### config.mk
export PLATFORM = sky130hd
export DESIGN_NAME = fuzzy_membership_evaluator_top
export DESIGN_NICKNAME = d
export VERILOG_FILES = /design/src/fme_pkg.sv /design/src/fuzzy_membership_evaluator_top.sv /design/src/fme_seg.sv /design/src/fme_div_cell.sv
export SDC_FILE = /design/constraint.sdc
export NUM_CORES = 2
export LEC_CHECK = 0
export ABC_AREA = 1
export BUFFER_PORTS_ARGS = -buffer_cell sky130_fd_sc_hd__buf_2
export CAP_MARGIN = 10
export CORE_UTILIZATION = 58
export CTS_CLUSTER_SIZE = 10
export DETAILED_ROUTE_END_ITERATION = 8
export GPL_ROUTABILITY_DRIVEN = 0
export PLACE_DENSITY = 0.83
export SLEW_MARGIN = 20
export SYNTH_ARGS = -nofsm -noshare
export SYNTH_HDL_FRONTEND = slang
export SYNTH_SLANG_ARGS = --single-unit
### constraint.sdc
create_clock -name clock -period 7.6 [get_ports clock]
set_clock_uncertainty 0.2 [all_clocks]
set_input_delay 1.9 -clock clock [delete_from_list [all_inputs] [get_ports clock]]
set_output_delay 1.9 -clock clock [all_outputs]
set_load 0.005 [all_outputs]
### src/fme_pkg.sv
// ----------------------------------------------------------------------------
// fme_pkg
// Shared types and constants for the fuzzy membership evaluator.
// ----------------------------------------------------------------------------
package fme_pkg;

   // default sizes
   localparam int DATA_WIDTH_DEF    = 16;
   localparam int FRACTION_BITS_DEF = 15;

   // configuration port
   localparam int CSR_ADDR_WIDTH = 5;
   localparam int CSR_DATA_WIDTH = 32;
   localparam int REG_IDX_WIDTH  = 3;

   // register indexes (byte address = 4 * index)
   localparam logic [REG_IDX_WIDTH-1:0] REG_SHAPE          = 3'd0;
   localparam logic [REG_IDX_WIDTH-1:0] REG_LEFT_FOOT      = 3'd1;
   localparam logic [REG_IDX_WIDTH-1:0] REG_LEFT_SHOULDER  = 3'd2;
   localparam logic [REG_IDX_WIDTH-1:0] REG_RIGHT_SHOULDER = 3'd3;
   localparam logic [REG_IDX_WIDTH-1:0] REG_RIGHT_FOOT     = 3'd4;

   // shape codes
   localparam logic [1:0] SHAPE_TRIANGLE = 2'd0;
   localparam logic [1:0] SHAPE_GAMMA    = 2'd1;
   localparam logic [1:0] SHAPE_L        = 2'd2;
   localparam logic [1:0] SHAPE_TRAPEZE  = 2'd3;

   // how the final degree is formed from the quotient
   typedef enum logic [1:0] {
      MODE_RAMP = 2'd0,   // degree = quotient
      MODE_INV  = 2'd1,   // degree = 1.0 - quotient
      MODE_ZERO = 2'd2,   // degree = 0.0
      MODE_ONE  = 2'd3    // degree = 1.0
   } mode_type;

endpackage

### src/fuzzy_membership_evaluator_top.sv
// ----------------------------------------------------------------------------
// fuzzy_membership_evaluator_top
// Fuzzifier: membership degree of a signed sample for a configured shape.
// ----------------------------------------------------------------------------
// Usage:
//   Input channel req_: one signed sample per item (req_valid / req_stall).
//   Result channel rsp_: one degree per item, unsigned with FRACTION_BITS
//   fraction bits (1.0 = 2**FRACTION_BITS), clamped to 0 .. 1.0.
//   Configuration through the csr_ APB port: shape, left_foot,
//   left_shoulder, right_shoulder, right_foot at byte addresses 0..16.
//   Write only while no item is in flight. Reads return register values.
// Pipeline:
//   One segment-select stage, one division cell per quotient bit and one
//   output register. Throughput is one item per cycle while rsp_stall is low;
//   the chain of division cells is fully pipelined.
// Reset: synchronous; empties the pipeline and clears the configuration registers to 0.
// Stall: a held result stays on rsp_ ports; cells behind it keep moving
//   into empty slots, and req_stall rises only once every stage is full.
// ----------------------------------------------------------------------------
module fuzzy_membership_evaluator_top #(
   parameter int DATA_WIDTH    = fme_pkg::DATA_WIDTH_DEF,
   parameter int FRACTION_BITS = fme_pkg::FRACTION_BITS_DEF
) (
   input  logic                                clock,
   input  logic                                reset,
   // input channel
   input  logic                                req_valid,
   output logic                                req_stall,
   input  logic signed [DATA_WIDTH-1:0]        req_sample,
   // result channel
   output logic                                rsp_valid,
   input  logic                                rsp_stall,
   output logic [FRACTION_BITS:0]              rsp_degree,
   // configuration port
   input  logic                                csr_psel,
   input  logic                                csr_penable,
   input  logic                                csr_pwrite,
   input  logic [fme_pkg::CSR_ADDR_WIDTH-1:0]  csr_paddr,
   input  logic [fme_pkg::CSR_DATA_WIDTH-1:0]  csr_pwdata,
   output logic [fme_pkg::CSR_DATA_WIDTH-1:0]  csr_prdata,
   output logic                                csr_pready
);
   import fme_pkg::*;

   localparam logic [FRACTION_BITS:0] ONE_VALUE = {1'b1, {FRACTION_BITS{1'b0}}};

   // configuration registers
   logic [1:0]                   shape_ff;
   logic signed [DATA_WIDTH-1:0] left_foot_ff;
   logic signed [DATA_WIDTH-1:0] left_shoulder_ff;
   logic signed [DATA_WIDTH-1:0] right_shoulder_ff;
   logic signed [DATA_WIDTH-1:0] right_foot_ff;

   logic                     csr_write;
   logic [REG_IDX_WIDTH-1:0] csr_index;

   assign csr_pready = 1'b1;
   assign csr_write  = csr_psel && csr_penable && csr_pwrite && csr_pready;
   assign csr_index  = csr_paddr[CSR_ADDR_WIDTH-1:2];

   // register writes
   always_ff @(posedge clock) begin
      if (reset) begin
         shape_ff          <= '0;
         left_foot_ff      <= '0;
         left_shoulder_ff  <= '0;
         right_shoulder_ff <= '0;
         right_foot_ff     <= '0;
      end else if (csr_write) begin
         unique case (csr_index)
            REG_SHAPE:          shape_ff          <= csr_pwdata[1:0];
            REG_LEFT_FOOT:      left_foot_ff      <= csr_pwdata[DATA_WIDTH-1:0];
            REG_LEFT_SHOULDER:  left_shoulder_ff  <= csr_pwdata[DATA_WIDTH-1:0];
            REG_RIGHT_SHOULDER: right_shoulder_ff <= csr_pwdata[DATA_WIDTH-1:0];
            REG_RIGHT_FOOT:     right_foot_ff     <= csr_pwdata[DATA_WIDTH-1:0];
            default: ;
         endcase
      end
   end

   // register reads
   always_comb begin
      csr_prdata = '0;
      unique case (csr_index)
         REG_SHAPE:          csr_prdata[1:0]            = shape_ff;
         REG_LEFT_FOOT:      csr_prdata[DATA_WIDTH-1:0] = left_foot_ff;
         REG_LEFT_SHOULDER:  csr_prdata[DATA_WIDTH-1:0] = left_shoulder_ff;
         REG_RIGHT_SHOULDER: csr_prdata[DATA_WIDTH-1:0] = right_shoulder_ff;
         REG_RIGHT_FOOT:     csr_prdata[DATA_WIDTH-1:0] = right_foot_ff;
         default:            csr_prdata = '0;
      endcase
   end

   // links between stages: index 0 is the segment stage output
   logic [FRACTION_BITS:0]   link_valid;
   logic [FRACTION_BITS:0]   link_ready;
   logic [DATA_WIDTH-1:0]    link_rem [FRACTION_BITS+1];
   logic [DATA_WIDTH-1:0]    link_den [FRACTION_BITS+1];
   logic [FRACTION_BITS-1:0] link_quo [FRACTION_BITS+1];
   mode_type                 link_mode[FRACTION_BITS+1];
   logic                     seg_in_ready;

   assign req_stall   = !seg_in_ready;
   assign link_quo[0] = '0;

   fme_seg #(
      .DATA_WIDTH(DATA_WIDTH)
   ) u_seg (
      .clock          (clock),
      .reset          (reset),
      .shape          (shape_ff),
      .left_foot      (left_foot_ff),
      .left_shoulder  (left_shoulder_ff),
      .right_shoulder (right_shoulder_ff),
      .right_foot     (right_foot_ff),
      .in_valid       (req_valid),
      .in_ready       (seg_in_ready),
      .sample         (req_sample),
      .out_valid      (link_valid[0]),
      .out_ready      (link_ready[0]),
      .out_rem        (link_rem[0]),
      .out_den        (link_den[0]),
      .out_mode       (link_mode[0])
   );

   // chain of division cells, one quotient bit each
   for (genvar i = 0; i < FRACTION_BITS; i++) begin : g_cell
      fme_div_cell #(
         .DATA_WIDTH    (DATA_WIDTH),
         .FRACTION_BITS (FRACTION_BITS)
      ) u_cell (
         .clock     (clock),
         .reset     (reset),
         .in_valid  (link_valid[i]),
         .in_ready  (link_ready[i]),
         .in_rem    (link_rem[i]),
         .in_den    (link_den[i]),
         .in_quo    (link_quo[i]),
         .in_mode   (link_mode[i]),
         .out_valid (link_valid[i+1]),
         .out_ready (link_ready[i+1]),
         .out_rem   (link_rem[i+1]),
         .out_den   (link_den[i+1]),
         .out_quo   (link_quo[i+1]),
         .out_mode  (link_mode[i+1])
      );
   end

   // output register
   logic                   rsp_valid_ff;
   logic [FRACTION_BITS:0] rsp_degree_ff, rsp_degree_in;
   logic                   out_ready;
   logic [FRACTION_BITS:0] quo_ext;

   assign out_ready                = !rsp_valid_ff || !rsp_stall;
   assign link_ready[FRACTION_BITS] = out_ready;
   assign quo_ext                  = {1'b0, link_quo[FRACTION_BITS]};

   always_comb begin
      unique case (link_mode[FRACTION_BITS])
         MODE_RAMP: rsp_degree_in = quo_ext;
         MODE_INV:  rsp_degree_in = ONE_VALUE - quo_ext;
         MODE_ZERO: rsp_degree_in = '0;
         MODE_ONE:  rsp_degree_in = ONE_VALUE;
         default:   rsp_degree_in = '0;
      endcase
   end

   always_ff @(posedge clock) begin
      if (reset) begin
         rsp_valid_ff <= 1'b0;
      end else if (out_ready) begin
         rsp_valid_ff <= link_valid[FRACTION_BITS];
      end
   end

   always_ff @(posedge clock) begin
      if (out_ready && link_valid[FRACTION_BITS]) begin
         rsp_degree_ff <= rsp_degree_in;
      end
   end

   assign rsp_valid  = rsp_valid_ff;
   assign rsp_degree = rsp_degree_ff;

   // degree never exceeds 1.0
   a_degree_range: assert property (@(posedge clock) disable iff (reset)
      rsp_valid_ff |-> (rsp_degree_ff <= ONE_VALUE))
      else $error("degree above 1.0");

   // input is held off only when every stage is full and the output blocked
   a_stall_full: assert property (@(posedge clock) disable iff (reset)
      req_stall |-> (rsp_valid_ff && rsp_stall && (&link_valid)))
      else $error("input stalled with a free stage");

   // shape register takes the written value
   a_shape_write: assert property (@(posedge clock) disable iff (reset)
      (csr_write && (csr_index == REG_SHAPE)) |=> (shape_ff == $past(csr_pwdata[1:0])))
      else $error("shape write lost");

endmodule

### src/fme_seg.sv
// ----------------------------------------------------------------------------
// fme_seg
// Segment select: compares the sample against the breakpoints and registers
// the ramp numerator, denominator and output mode for the divider chain.
// ----------------------------------------------------------------------------
module fme_seg #(
   parameter int DATA_WIDTH = fme_pkg::DATA_WIDTH_DEF
) (
   input  logic                         clock,
   input  logic                         reset,
   input  logic [1:0]                   shape,
   input  logic signed [DATA_WIDTH-1:0] left_foot,
   input  logic signed [DATA_WIDTH-1:0] left_shoulder,
   input  logic signed [DATA_WIDTH-1:0] right_shoulder,
   input  logic signed [DATA_WIDTH-1:0] right_foot,
   input  logic                         in_valid,
   output logic                         in_ready,
   input  logic signed [DATA_WIDTH-1:0] sample,
   output logic                         out_valid,
   input  logic                         out_ready,
   output logic [DATA_WIDTH-1:0]        out_rem,
   output logic [DATA_WIDTH-1:0]        out_den,
   output fme_pkg::mode_type            out_mode
);
   import fme_pkg::*;

   localparam int EW = DATA_WIDTH + 1;

   logic                  valid_ff;
   logic [DATA_WIDTH-1:0] rem_ff, rem_in;
   logic [DATA_WIDTH-1:0] den_ff, den_in;
   mode_type              mode_ff, mode_in;

   logic signed [EW-1:0] x_ext, a_ext, m_ext, c_ext, e_ext;
   logic signed [EW-1:0] num_sel, den_sel;
   logic                 le_a, gt_e, le_m, lt_m, le_c;
   logic                 num_pos, den_pos;
   mode_type             seg_mode;

   // breakpoint compares and differences, one bit wider than the data
   always_comb begin
      x_ext = {sample[DATA_WIDTH-1], sample};
      a_ext = {left_foot[DATA_WIDTH-1], left_foot};
      m_ext = {left_shoulder[DATA_WIDTH-1], left_shoulder};
      c_ext = {right_shoulder[DATA_WIDTH-1], right_shoulder};
      e_ext = {right_foot[DATA_WIDTH-1], right_foot};
      le_a  = (sample <= left_foot);
      gt_e  = (sample > right_foot);
      le_m  = (sample <= left_shoulder);
      lt_m  = (sample < left_shoulder);
      le_c  = (sample <= right_shoulder);
   end

   // segment choice per shape
   always_comb begin
      seg_mode = MODE_ZERO;
      num_sel  = x_ext - a_ext;
      den_sel  = m_ext - a_ext;
      unique case (shape)
         SHAPE_TRIANGLE: begin
            if (le_a || gt_e) begin
               seg_mode = MODE_ZERO;
            end else if (le_m) begin
               seg_mode = MODE_RAMP;
            end else begin
               seg_mode = MODE_RAMP;
               num_sel  = e_ext - x_ext;
               den_sel  = e_ext - m_ext;
            end
         end
         SHAPE_GAMMA: begin
            if (le_a) begin
               seg_mode = MODE_ZERO;
            end else if (lt_m) begin
               seg_mode = MODE_RAMP;
            end else begin
               seg_mode = MODE_ONE;
            end
         end
         SHAPE_L: begin
            if (le_a) begin
               seg_mode = MODE_ONE;
            end else if (lt_m) begin
               seg_mode = MODE_INV;
            end else begin
               seg_mode = MODE_ZERO;
            end
         end
         SHAPE_TRAPEZE: begin
            if (le_a || gt_e) begin
               seg_mode = MODE_ZERO;
            end else if (le_m) begin
               seg_mode = MODE_RAMP;
            end else if (le_c) begin
               seg_mode = MODE_ONE;
            end else begin
               seg_mode = MODE_RAMP;
               num_sel  = e_ext - x_ext;
               den_sel  = e_ext - c_ext;
            end
         end
         default: seg_mode = MODE_ZERO;
      endcase
   end

   // ramp corner cases: empty ramp takes quotient 0, full ramp clamps quotient to 1.0
   always_comb begin
      num_pos = !num_sel[EW-1] && (num_sel != '0);
      den_pos = !den_sel[EW-1] && (den_sel != '0);
      mode_in = seg_mode;
      rem_in  = num_sel[DATA_WIDTH-1:0];
      den_in  = den_sel[DATA_WIDTH-1:0];
      if ((seg_mode == MODE_RAMP) || (seg_mode == MODE_INV)) begin
         if (!num_pos || !den_pos) begin
            mode_in = (seg_mode == MODE_RAMP) ? MODE_ZERO : MODE_ONE;
         end else if (num_sel >= den_sel) begin
            mode_in = (seg_mode == MODE_RAMP) ? MODE_ONE : MODE_ZERO;
         end
      end
   end

   assign in_ready  = !valid_ff || out_ready;
   assign out_valid = valid_ff;
   assign out_rem   = rem_ff;
   assign out_den   = den_ff;
   assign out_mode  = mode_ff;

   // stage register
   always_ff @(posedge clock) begin
      if (reset) begin
         valid_ff <= 1'b0;
      end else if (in_ready) begin
         valid_ff <= in_valid;
      end
   end

   always_ff @(posedge clock) begin
      if (in_valid && in_ready) begin
         rem_ff  <= rem_in;
         den_ff  <= den_in;
         mode_ff <= mode_in;
      end
   end

endmodule

### src/fme_div_cell.sv
// ----------------------------------------------------------------------------
// fme_div_cell
// One restoring-division cell: produces one quotient bit per item and hands
// remainder, divisor and partial quotient to the next cell.
// ----------------------------------------------------------------------------
module fme_div_cell #(
   parameter int DATA_WIDTH    = fme_pkg::DATA_WIDTH_DEF,
   parameter int FRACTION_BITS = fme_pkg::FRACTION_BITS_DEF
) (
   input  logic                     clock,
   input  logic                     reset,
   input  logic                     in_valid,
   output logic                     in_ready,
   input  logic [DATA_WIDTH-1:0]    in_rem,
   input  logic [DATA_WIDTH-1:0]    in_den,
   input  logic [FRACTION_BITS-1:0] in_quo,
   input  fme_pkg::mode_type        in_mode,
   output logic                     out_valid,
   input  logic                     out_ready,
   output logic [DATA_WIDTH-1:0]    out_rem,
   output logic [DATA_WIDTH-1:0]    out_den,
   output logic [FRACTION_BITS-1:0] out_quo,
   output fme_pkg::mode_type        out_mode
);
   import fme_pkg::*;

   logic                     valid_ff;
   logic [DATA_WIDTH-1:0]    rem_ff, rem_in;
   logic [DATA_WIDTH-1:0]    den_ff;
   logic [FRACTION_BITS-1:0] quo_ff, quo_in;
   mode_type                 mode_ff;

   logic [DATA_WIDTH:0] rem_dbl;
   logic [DATA_WIDTH:0] den_ext;
   logic [DATA_WIDTH:0] diff;
   logic                q_bit;

   // shift remainder, trial subtract (remainder stays below divisor)
   always_comb begin
      rem_dbl = {in_rem, 1'b0};
      den_ext = {1'b0, in_den};
      diff    = rem_dbl - den_ext;
      q_bit   = (rem_dbl >= den_ext);
      rem_in  = q_bit ? diff[DATA_WIDTH-1:0] : rem_dbl[DATA_WIDTH-1:0];
      quo_in  = {in_quo[FRACTION_BITS-2:0], q_bit};
   end

   assign in_ready  = !valid_ff || out_ready;
   assign out_valid = valid_ff;
   assign out_rem   = rem_ff;
   assign out_den   = den_ff;
   assign out_quo   = quo_ff;
   assign out_mode  = mode_ff;

   always_ff @(posedge clock) begin
      if (reset) begin
         valid_ff <= 1'b0;
      end else if (in_ready) begin
         valid_ff <= in_valid;
      end
   end

   always_ff @(posedge clock) begin
      if (in_valid && in_ready) begin
         rem_ff  <= rem_in;
         den_ff  <= in_den;
         quo_ff  <= quo_in;
         mode_ff <= in_mode;
      end
   end

endmodule

; ---- Word-level counts from Yosys, hierarchy flattened
; Index checks and enable logic that the tools add are counted.
[classes]
n_lt_le_gt_ge = 21
reduce_logical = 75
n_addsub = 20
muxes = 43
eq_ne = 11
[op_table]
columns = cell, n
row1 = >= comparator 17 x 16 -> 1 bit, 15
row2 = two-way mux 16 bit, 14
row3 = subtractor 16 bit, 14
row4 = two-way mux 17 bit, 10
row5 = subtractor 16 x 16 -> 17 bit, 5
row6 = one-hot mux 17 bit (2 select lines), 2
row7 = one-hot mux 16 bit (4 select lines), 1
row8 = one-hot mux 14 bit (4 select lines), 1
row9 = less-or-equal comparator 16 bit, 3
row10 = nonzero test 17 bit, 2
row11 = logical NOT 1 bit, 23
row12 = two-way mux 2 bit, 11
row13 = logical AND 1 bit, 21
row14 = logical OR 1 bit, 20
row15 = >= comparator 17 bit, 1
row16 = greater-than comparator 16 bit, 1
row17 = less-than comparator 16 bit, 1
row18 = "subtractor 16 x 15 -> 16 bit, first input constant", 1
row19 = one-hot mux 2 bit (5 select lines), 1
row20 = AND reduction 2 bit, 5
row21 = "equality test 2 bit, second input constant", 4
row22 = one-hot mux 2 bit (4 select lines), 1
row23 = "equality test 2 x 1 -> 1 bit, second input constant", 3
row24 = "equality test 3 x 2 -> 1 bit, second input constant", 2
row25 = other kinds (5), 8
[word_totals]
in_bits = 60
ff_bits = 731
out_inout_bits = 51
wordCells = 268

; ---- Longest topological paths before layout
[depth]
depth_word = 19
mapped_depth = 36
depth_no_buf = 36

; ---- By module
; From an unflattened synthesis, not the netlist that was laid out.
[unflattened]
cells_unflattened = 6475
hier_area_um2 = 54208.2
[by_module_without_submodules]
columns = mod, instances, area_per_inst_um2, seq_area_each_um2, cells_each
row1 = fme_div_cell, 15, 2839.0, 1491.4, 315
row2 = fme_seg, 1, 7634.8, 1041.0, 1193
row3 = fuzzy_membership_evaluator_top, 1, 3988.8, 1821.7, 557

; ---- Least setup slack after synthesis
; No wires, ideal clock.
[synth_timing]
path_type = input -> output
startpoint = in rsp_stall
endpoint = out req_stall
path_slack_ps = 1745
t_required_ps = 5500
path_buffers = 0
path_stages = 24
arrival_time_ps = 3755
path_cell_list = nand2_1 -> nor2_1 -> inv_2 -> nor2_2 -> inv_2 -> nor2_2 -> inv_2 -> nor2_1 -> inv_2 -> nor2_2 -> inv_2 -> nor2_2 -> inv_2 -> nor2_4 -> nand2_2 -> nor2_4 -> nand2_2 -> nor2_4 -> nand2_2 -> nor2_4 -> nand2_2 -> nor2_4 -> nand2_2 -> inv_1
[synth_via]
elab_chain_len = 19
[synth_rtl]
columns = item, line
row1 = "start, declared", fuzzy_membership_evaluator_top.sv:32  ; input logic rsp_stall,
row2 = logical NOT 1 bit, fuzzy_membership_evaluator_top.sv:155  ; assign out_ready = !rsp_valid_ff || !rsp_stall;
row3 = logical OR 1 bit, fuzzy_membership_evaluator_top.sv:155
row4 = logical OR 1 bit (15 in a row), fme_div_cell.sv:48  ; assign in_ready = !valid_ff || out_ready;
row5 = logical OR 1 bit, fme_seg.sv:122  ; assign in_ready = !valid_ff || out_ready;
row6 = logical NOT 1 bit, fuzzy_membership_evaluator_top.sv:103  ; assign req_stall = !seg_in_ready;
row7 = "end, declared", fuzzy_membership_evaluator_top.sv:28  ; output logic req_stall,
; No other way between the ends.

; ---- Final worst setup path
; Same ends and word-level chain as after synthesis.

==> impl_metrics.tcl <==
set metrics [dict create \
    cp_common_cell "inv_2" \
    h-tree-depth 3 \
    hold_path_class "reg -> reg" \
    cts.sink_count 731 \
    clk_pin_slew_ns 0.05 \
    start_util_pct 58.9 \
    drcViolationCount 0 \
    yosys_warnings 0 \
    viasPerCell 5.75 \
    rsz0062_at_grt "false" \
    finalSetupViolations 0 \
    grt_max_degree 84 \
    synth_area_mm2 0.0416 \
    cts_root_buffer "clkbuf_16" \
    fin_area_mm2 0.0452 \
    routedWlPerCell_um 17.3 \
    die-area_mm2 0.0727 \
    cts_resized 0 \
    worstPathRequired_ns 5.50 \
    die_width_um 270 \
    die_y_um 270 \
    whs_endpoint "g_cell[11].u_cell.out_quo[3]$_DFFE_PP_" \
    drt-total-wl_um 92600 \
    grt_overflow 0 \
    drt_pass1_iterations 8 \
    worst-slew-pin-transition_ns 1.06 \
    hold_path_startpoint "g_cell[10].u_cell.out_quo[2]$_DFFE_PP_" \
    numPortBuffers 75 \
    fin_crit_ns 6.98 \
    crit_fanout 3 \
    postCtsHoldBufs 0 \
    mostFrequentLayoutCells "870 x nand2_1, 648 x edfxtp_1, 554 x inv_1" \
    drive_above_1_share_pct 6.39 \
    postCtsSetupRepairBufs 0 \
    worstRegToRegCells 31 \
    layout.cells.most_common "nand2_1" \
    ioPinCount 111 \
    r2r_setup_slack_ns 2.29 \
    slew_viol_final 0 \
    endpoint_kind "output pin" \
    fin_nets 4821 \
    ys_dominant_reg_cell "edfxtp_1" \
    grt_pass1_vias 30000 \
    clock.fmax_mhz 143 \
    rows 97 \
    insertion_delay_ns 0.64 \
    cpPeakStageDelay_ns 0.21 \
    grt_first_pass_wirelength_um 147000 \
    coreArea_mm2 0.0705 \
    final.setup.tns_ns 0 \
    worstPathArrival_ns 4.88 \
    leakage_nw 18.9 \
    post-route-util_pct 64.2 \
    cap_violations 0 \
    power_density_mw_per_mm2 201 \
    via_count 30800 \
    place.detailed.hpwl_um 69400 \
    status "finished clean" \
    cts_tree "built" \
    start_kind "input port" \
    antenna_found_initial 0 \
    ys_seq_elements 731 \
    yosysUniqueCellTypes 58 \
    synth_cells 4266 \
    synthArstFlopShare_pct 0 \
    first_iter_violations 2492 \
    place_area_mm2 0.0428 \
    path_class "in -> out" \
    ant_nets 0 \
    syn_avg_cell_area_um2 9.74 \
    hold_violations 0 \
    hold_depth 0 \
    synth_edf_count 648 \
    fin_crit_sh_pct 91.9 \
    fill_cells 5236 \
    max_slew_margin_pct 29.4 \
    area_delta_synth_final_pct 8.86 \
    cts-buffers-inserted 84 \
    rr_startpoint "left_shoulder_ff[15]$_SDFFE_PP0P_" \
    power.total_mw 9.09 \
    antenna_cells 0 \
    cts_buffer_depth 3 \
    r2r_end "u_seg.out_mode[0]$_DFFE_PP_" \
    grt_usage_pct 25.1 \
    ir_drop_uv 239 \
    critPathSlowestCell "nor2_4" \
    seq_area_frac_synth_pct 50.8 \
]
## stage by stage
| stage | setup WS, ns | hold WS (ns) | std cells |
|---|---|---|---|
| after floorplan | 1.75 | 0.200 | 4281 |
| after global placement | 0.824 | 0.200 | 5218 |
| after detailed placement | 0.731 | 0.205 | 5218 |
| after CTS | 0.588 | 0.209 | 5345 |
| after global routing | 0.311 | 0.212 | 5350 |
| final | 0.616 | 0.209 | 5350 |
## final cells by class
type	instances	area (um^2)	area share [%]
flip-flops and latches	731	21100	46.7
multi-input cells	2884	17800	39.4
clock buffers	118	2250	4.98
inverters	572	2150	4.75
well taps	940	1180	2.60
repair buffers	96	611	1.35
clock inverters	9	121	0.268
## state kept, by name, indices dropped and copies added (netlist names)
name / count
g_cell.u_cell.out_den: 224
g_cell.u_cell.out_mode: 30
g_cell.u_cell.out_quo: 120
g_cell.u_cell.out_rem: 224
g_cell.u_cell.out_valid: 15
left_foot_ff: 16
left_shoulder_ff: 16
right_foot_ff: 16
right_shoulder_ff: 16
rsp_degree: 16
rsp_valid: 1
shape_ff: 2
u_seg.out_den: 16
u_seg.out_mode: 2
u_seg.out_rem: 16
u_seg.out_valid: 1
## report_power, final
part	leakage, nW	internal [mW]	total, mW	switching (mW)
clock	1.14	2.05	3.57	1.52
combinational	11.2	0.363	1.02	0.654
sequential	6.56	4.45	4.50	0.0498
total	18.9	6.86	9.09	2.23
## worst max-delay path by stage
stage	from	end	slack, ns	cells past startpoint
6_report	rsp_stall	req_stall	0.62	26
5_1_grt	rsp_stall	req_stall	0.31	26
4_1_cts	rsp_stall	req_stall	0.59	26
3_5_place_dp	rsp_stall	req_stall	0.73	26
3_3_place_gp	rsp_stall	req_stall	0.82	26
2_1_floorplan	rsp_stall	req_stall	1.75	24
## critical path: cells and delay by family
family	cells	cell delay [ns]
simple gates	17	2.31
buf+inv	9	0.66
## synth_stat cells, types with 32 or more instances
master    count  share of area, %
nand2_1     870               7.9
a21oi_1     313               3.8
edfxtp_1    648                47
dfxtp_1      83               4.0
clkbuf_1     34              0.31
buf_4        32              0.58
nand3_1     165               2.0
nand4_1      45              0.68
nor3_1       50              0.60
ha_1        373                11
inv_1       556               5.0
xnor2_1     128               2.7
xor2_1       99               2.1
a211oi_1     51              0.92
nor2_1      228               2.1
o21ai_0     311               3.7
## metal layers
layer / vias up / routed length [um] / track usage, %
met5: - / 0 / 0
met4: 0 / 5680 / 14.5
met3: 388 / 6620 / 4.30
met2: 1303 / 45900 / 44.4
met1: 14200 / 34400 / 28.5
li1: 14800 / - / -
## logic make-up (layout without fill, tap and decap cells)
group | count (synthesis) | count (layout) | share of synthesized area (%)
AOI/OAI and AO/OA | 827 | 827 | 11.2
buffers and inverters | 666 | 795 | 6.60
xor gates and xnor gates | 227 | 227 | 4.78
adders and majority gates | 392 | 392 | 12.1
and+or+nand+nor | 1421 | 1421 | 14.4
other | 2 | 17 | 0.0181
DFF | 731 | 731 | 50.8
Power figures use the tool's default switching activity.
